===== config.mk =====
export PLATFORM = sky130hd
export DESIGN_NAME = eha_div
export DESIGN_NICKNAME = d
export VERILOG_FILES = /design/src/eha_pkg.sv /design/src/eha_div.sv
export SDC_FILE = /design/constraint.sdc
export NUM_CORES = 1
export LEC_CHECK = 0
export BUFFER_PORTS_ARGS = -buffer_cell sky130_fd_sc_hd__buf_2
export CAP_MARGIN = 20
export CELL_PAD_IN_SITES_DETAIL_PLACEMENT = 0
export CELL_PAD_IN_SITES_GLOBAL_PLACEMENT = 1
export CORE_AREA = 2 2 175 177
export CTS_CLUSTER_DIAMETER = 200
export DETAILED_ROUTE_END_ITERATION = 10
export DIE_AREA = 0 0 177 179
export PLACE_DENSITY = 0.81
export SLEW_MARGIN = 15
export SYNTH_ARGS = -nofsm -noshare
export SYNTH_HDL_FRONTEND = slang
export SYNTH_SLANG_ARGS = --single-unit
export TNS_END_PERCENT = 20

===== constraint.sdc =====
create_clock -name aclk -period 3.2 [get_ports aclk]
set_input_delay 0.32 -clock aclk [delete_from_list [all_inputs] [get_ports aclk]]
set_output_delay 0.32 -clock aclk [all_outputs]
set_load 0.03 [all_outputs]

===== src/eha_pkg.sv =====
`timescale 1ns / 1ps
// ----------------------------------------------------------------------------
// eha_pkg: shared types and constants
// Fixed-point formats, sequencer states, divider request/response and the
// decade table of the autorange core.
// ----------------------------------------------------------------------------
package eha_pkg;

    localparam int SW    = 48;   // sample width, signed Q31.16
    localparam int EW    = 50;   // envelope working width
    localparam int VW    = 54;   // range working width
    localparam int DW    = 50;   // divisor and remainder width
    localparam int NW    = 64;   // dividend shift width
    localparam int QW    = 32;   // quotient width
    localparam int CW    = 7;    // iteration counter width
    localparam int FRAC  = 16;
    localparam int RNG_W = 47;   // range output width
    localparam int LVL_W = 17;
    localparam int MUL_W = 14;
    localparam int PW    = EW + MUL_W;
    localparam int NUM_BITS = 49; // magnitude bits of a range edge

    localparam logic signed [VW-1:0] ONE_V = 54'sd65536;
    localparam logic signed [VW-1:0] MAX_V = 54'sd140737488355327;
    localparam logic signed [MUL_W-1:0] REL_Q16 = 14'sd1311;
    localparam logic signed [MUL_W-1:0] PAD_Q16 = 14'sd6554;
    localparam logic [QW-1:0] UNITY_Q16 = 32'd65536;
    localparam logic [QW-1:0] SAT_Q16   = 32'hFFFF_FFFF;
    localparam logic [3:0] TOP_DECADE = 4'd13;

    localparam logic [1:0] REG_PIN   = 2'd0;
    localparam logic [1:0] REG_ROUND = 2'd1;
    localparam logic [1:0] REG_HOLD  = 2'd2;

    typedef enum logic [4:0] {
        ST_IDLE, ST_MUL_LO, ST_UPD_LO, ST_MUL_HI, ST_UPD_HI, ST_MUL_PAD, ST_PAD,
        ST_SPAN, ST_SEARCH, ST_SELECT, ST_WAIT_MN, ST_WAIT_MX, ST_CLAMP_A,
        ST_CLAMP_B, ST_RATIO, ST_LEVEL, ST_WAIT_Q, ST_OUT
    } state_t;

    typedef struct packed {
        logic          start;
        logic [DW-1:0] rem_init;
        logic [NW-1:0] num;
        logic [DW-1:0] den;
        logic [CW-1:0] iters;
    } div_req_t;

    typedef struct packed {
        logic          done;
        logic [QW-1:0] quot;
        logic [DW-1:0] rem;
    } div_rsp_t;

    // round(10^(k-4) * 2^16), k = 0..13
    function automatic logic [DW-1:0] decade(input logic [3:0] k);
        logic [DW-1:0] v;
        unique case (k)
            4'd0:    v = 50'd7;
            4'd1:    v = 50'd66;
            4'd2:    v = 50'd655;
            4'd3:    v = 50'd6554;
            4'd4:    v = 50'd65536;
            4'd5:    v = 50'd655360;
            4'd6:    v = 50'd6553600;
            4'd7:    v = 50'd65536000;
            4'd8:    v = 50'd655360000;
            4'd9:    v = 50'd6553600000;
            4'd10:   v = 50'd65536000000;
            4'd11:   v = 50'd655360000000;
            4'd12:   v = 50'd6553600000000;
            4'd13:   v = 50'd65536000000000;
            default: v = 50'd65536000000000;
        endcase
        return v;
    endfunction

endpackage


===== src/eha_div.sv =====
`timescale 1ns / 1ps
// ----------------------------------------------------------------------------
// eha_div: shared restoring divider
// One quotient bit per cycle; gives the quotient and the final remainder.
// ----------------------------------------------------------------------------
module eha_div (
    input  logic              aclk,
    input  logic              aresetn,
    input  eha_pkg::div_req_t req,
    output eha_pkg::div_rsp_t rsp
);
    logic                       busy_reg, busy_next;
    logic                       done_reg, done_next;
    logic [eha_pkg::CW-1:0]     cnt_reg, cnt_next;
    logic [eha_pkg::DW-1:0]     rem_reg, rem_next;
    logic [eha_pkg::NW-1:0]     num_reg, num_next;
    logic [eha_pkg::DW-1:0]     den_reg, den_next;
    logic [eha_pkg::QW-1:0]     quot_reg, quot_next;
    logic [eha_pkg::DW:0]       trial;
    logic [eha_pkg::DW:0]       diff;
    logic                       ge;

    always_comb begin
        trial = {rem_reg, num_reg[eha_pkg::NW-1]};
        diff  = trial - {1'b0, den_reg};
        ge    = trial >= {1'b0, den_reg};

        busy_next = busy_reg;
        done_next = 1'b0;
        cnt_next  = cnt_reg;
        rem_next  = rem_reg;
        num_next  = num_reg;
        den_next  = den_reg;
        quot_next = quot_reg;
        if (req.start) begin
            busy_next = 1'b1;
            cnt_next  = req.iters;
            rem_next  = req.rem_init;
            num_next  = req.num;
            den_next  = req.den;
            quot_next = '0;
        end else if (busy_reg) begin
            rem_next  = ge ? diff[eha_pkg::DW-1:0] : trial[eha_pkg::DW-1:0];
            num_next  = {num_reg[eha_pkg::NW-2:0], 1'b0};
            quot_next = {quot_reg[eha_pkg::QW-2:0], ge};
            cnt_next  = cnt_reg - 1'b1;
            if (cnt_reg == eha_pkg::CW'(1)) begin
                busy_next = 1'b0;
                done_next = 1'b1;
            end
        end
    end

    always_ff @(posedge aclk) begin
        if (!aresetn) begin
            busy_reg <= 1'b0;
            done_reg <= 1'b0;
            cnt_reg  <= '0;
        end else begin
            busy_reg <= busy_next;
            done_reg <= done_next;
            cnt_reg  <= cnt_next;
        end
        rem_reg  <= rem_next;
        num_reg  <= num_next;
        den_reg  <= den_next;
        quot_reg <= quot_next;
    end

    assign rsp.done = done_reg;
    assign rsp.quot = quot_reg;
    assign rsp.rem  = rem_reg;

endmodule


==> results.toml <==
[detailed_routing]
drtIter0Drc = 537
route.detailed.drc = 0
viasPerCell = 5.10
top_layer_used = "met5"
routed_wirelength_mm = 32.8
routed-wl-met2_mm = 15.4
met3_length_mm = 2.89
avgRoutedWirePerCell_um = 17.6
drtPass1Iterations = 5
num_vias = 9479
wl_met1_mm = 13.9
antenna_left = 0

[timing]
clock_skew_ns = 0.0198
setup_slack_ns = -0.0261
worst-slew-pin-transition_ns = 0.871
slew_viol_final = 0
finalSetupViolations = 10
rsz0062_at_grt = "true"
hold_viol = 0
finalCritPeriodShare_pct = 101
slew-limit-headroom_pct = 41.9
hold_ws_ns = 0.0554
timing.fmax_ghz = 0.310
min_period_ns = 3.23

[synth]
async_flop_share_pct = 0
synth_nets = 1282
synthMuxAreaShare_pct = 12.5
synth-seq-area-share_pct = 50.0
synth_top_family_by_area = "multiplexers"
netlist-cell-type-count = 63
ys_ff_latch = 205
synthCells = 1055
syn_area_um2 = 11500
synth_simple_gate_area_share_pct = 11.6
synth_flop_cell = "edfxtp_1"
syn_avg_cell_area_um2 = 10.9
ys_warn_count = 0
synth_compound_area_share_pct = 12.2
synth_fa_ha_area_share_pct = 5.84
synth_edf_count = 164
synth_xor_area_share_pct = 3.66

[clock_tree]
root_buffer = "clkbuf_16"
cts_made_buffers = 25
clk_pin_slew_ns = 0.06
cts_tree = "yes"
clock_latency_ns = 0.54
clk_path_buf_depth = 3
htreeDepth = 1
cts.sinks = 205

[global_routing]
grt_max_degree = 106
grt_pass1_wl_mm = 48.7
grt_pass1_vias = 9300
antenna_found_initial = 7
grt_usage_pct = 19.4
grt.overflow.total = 0

[job]
max-cap-violations = 0

[final_layout]
postLayoutCellArea_um2 = 15800
largest_reg_flops = 64
nets = 1668
area_delta_synth_final_pct = 37.2
drive_above_1_share_pct = 39.8
final_cell_count_no_fill = 1859

[critical_path]
critPathMaxStageDelay_ns = 0.55
arrival_ns = 3.50
worstSetupPathType = "flop to flop"
cp_cell_sequence = "ha_4 > a21o_1 > a211o_1 > o211ai_4 > nand4_4 > nand3_4 > nand3_4 > a221o_4 > buf_12 > nor2_4 > a21oi_2 > mux2_4"
r2r-end = "rem_reg[10]$_DFFE_PP_"
r2r_start = "rem_reg[3]$_DFFE_PP_"
path_common_cell = "nand3_4"
r2r_cells = 12
start_kind = "flop"
slowest_stage = "a221o_4"
crit_path_end_kind = "flop"
required_ns = 3.47
r2r_slack_ns = -0.03
path_max_fanout = 7

[floorplan]
die_w_um = 177
dieArea_um2 = 31700
row_count = 64
design.core.area_um2 = 30000
io-pin-count = 257
die_h_um = 179
start_util_pct = 38.3

[placed_design]
placed_cell_area_um2 = 13700
dp.cells = 1733
dp_hpwl_mm = 22.9
gp_routability_congestion = 0.860
dpl_worst_slack_ns = -0.181
io_buffers = 256

[power]
power_mw = 12.6
leakagePower_nw = 6.79
peakVddDrop_mv = 0.485
power_density_nw_per_um2 = 797

[worst_hold_path]
hold_path.class = "input pin to flop"
holdPathStages = 3
min_to = "cnt_reg[1]$_SDFFE_PN0P_"
hp-start = "req[1]"

[run_status]
status = "complete, but fails checks"
violations = "negative setup slack"
==> final cells by class <==
class,count,area [µm²]
Sequential cell,205,5750
Antenna cell,4,10.0
Fill cell,2713,14300
Inverter,60,225
Multi-Input combinational cell,738,5700
Clock inverter,10,114
Timing Repair Buffer,411,2780
Clock buffer,35,683
Tap cell,396,495
==> worst max-delay path, delay by kind of cell (launching register included) <==
kind / cells / cell delay (ns)
AND/OR/NAND/NOR: 4 / 0.44
flip-flops: 1 / 0.44
adder cells (fa/ha/maj): 1 / 0.28
AO/OA/AOI/OAI: 5 / 1.34
buffers and inverters: 1 / 0.20
multiplexers: 1 / 0.26
==> layout by cell type, fill, tap and decap left out, drive strengths merged, types with 6 or more instances in the layout <==
cell and count:
nor2b 6, edfxtp 164, and3 8, dlygate4sd3 50, nand2 65, xnor2 31, nand4 16, o21ai 41
o21bai 7, ha 52, a21o 32, a21oi 96, nand3 7, nor2 120, nor3b 8, mux2i 36
clkbuf 41, buf 355, inv 62, o211ai 6, and2 8, a221o 7, dfxtp 41, mux2 96
nor3 13, xor2 17, a31oi 9
==> logic make-up after synthesis <==
| family | count (synthesis) |
|---|---|
| xor+xnor | 48 |
| flops | 205 |
| simple gates | 279 |
| mux | 132 |
| fa+ha+maj | 53 |
| buf+inv | 114 |
| compound gates | 224 |
==> synthesized netlist by cell type, types with 4 or more instances <==
| master | n | share of area [%] |
|---|---|---|
| o21ai_0 | 33 | 1.4 |
| a221o_1 | 5 | 0.44 |
| nand2_1 | 65 | 2.1 |
| and3_1 | 8 | 0.44 |
| buf_6 | 4 | 0.39 |
| inv_1 | 60 | 2.0 |
| nor3b_1 | 7 | 0.46 |
| nand2b_1 | 5 | 0.27 |
| ha_1 | 52 | 5.7 |
| a31oi_1 | 9 | 0.49 |
| nand4_1 | 15 | 0.82 |
| and4_1 | 4 | 0.30 |
| edfxtp_1 | 164 | 43 |
| o21bai_1 | 7 | 0.46 |
| o211ai_1 | 4 | 0.26 |
| a211oi_1 | 4 | 0.26 |
| o21ai_1 | 8 | 0.35 |
| nor3_1 | 13 | 0.57 |
| nor2_1 | 120 | 3.9 |
| nor2b_1 | 6 | 0.33 |
| mux2_2 | 96 | 9.4 |
| a21o_1 | 32 | 2.1 |
| mux2i_1 | 36 | 3.1 |
| o21a_1 | 5 | 0.33 |
| buf_2 | 9 | 0.39 |
| buf_1 | 12 | 0.39 |
| nor4bb_1 | 5 | 0.44 |
| a21oi_1 | 93 | 4.1 |
| clkbuf_1 | 27 | 0.88 |
| xor2_1 | 17 | 1.3 |
| dfxtp_1 | 41 | 7.1 |
| xnor2_1 | 31 | 2.4 |
| nand3_1 | 5 | 0.22 |
| and2_1 | 7 | 0.38 |
==> through the flow <==
| stage | utilization, % | setup TNS, ns |
|---|---|---|
| after floorplan | - | 0 |
| after global placement | 45.7 | -0.327 |
| after detailed placement | 45.7 | -0.537 |
| after CTS | 50.4 | 0 |
| after global routing | 52.4 | -2.48 |
| final | 52.5 | -0.136 |
==> worst max-delay path by stage <==
stage / from / to / slack (ns) / depth (start not counted)
5_1_grt: rem_reg[3]$_DFFE_PP_ / rem_reg[9]$_DFFE_PP_ / -0.12 / 12
4_1_cts: den_reg[4]$_DFFE_PP_ / rem_reg[48]$_DFFE_PP_ / 0.008 / 13
3_3_place_gp: rem_reg[0]$_DFFE_PP_ / rem_reg[41]$_DFFE_PP_ / -0.13 / 12
2_1_floorplan: rem_reg[37]$_DFFE_PP_ / rem_reg[47]$_DFFE_PP_ / 0.01 / 13
3_5_place_dp: rem_reg[0]$_DFFE_PP_ / rem_reg[41]$_DFFE_PP_ / -0.18 / 12
6_report: rem_reg[3]$_DFFE_PP_ / rem_reg[10]$_DFFE_PP_ / -0.03 / 12
==> timing repair <==
item                                    4_1_cts  5_1_grt
gates cloned                                  2        7
pin swaps                                     9       30
hold endpoints to repair                     50        0
setup buffers                                 5       13
endpoints found under the setup margin       29       47
gates resized for setup                       4       92
hold buffers                                 50        0
==> per-layer routing <==
layer  track usage, %  vias to the layer above
met4             3.41                        4
met2             32.5                      301
li1                 -                     4631
met1             24.4                     4507
met5                0                        -
met3             6.57                       36
==> report_power, final <==
part           leakage [nW]  switching, mW  internal, mW
Sequential             1.96          0.268          3.40
Clock                 0.387           1.14          1.65
Combinational          4.44           3.30          2.79
Note: power is estimated with default switching activity, not from simulation.
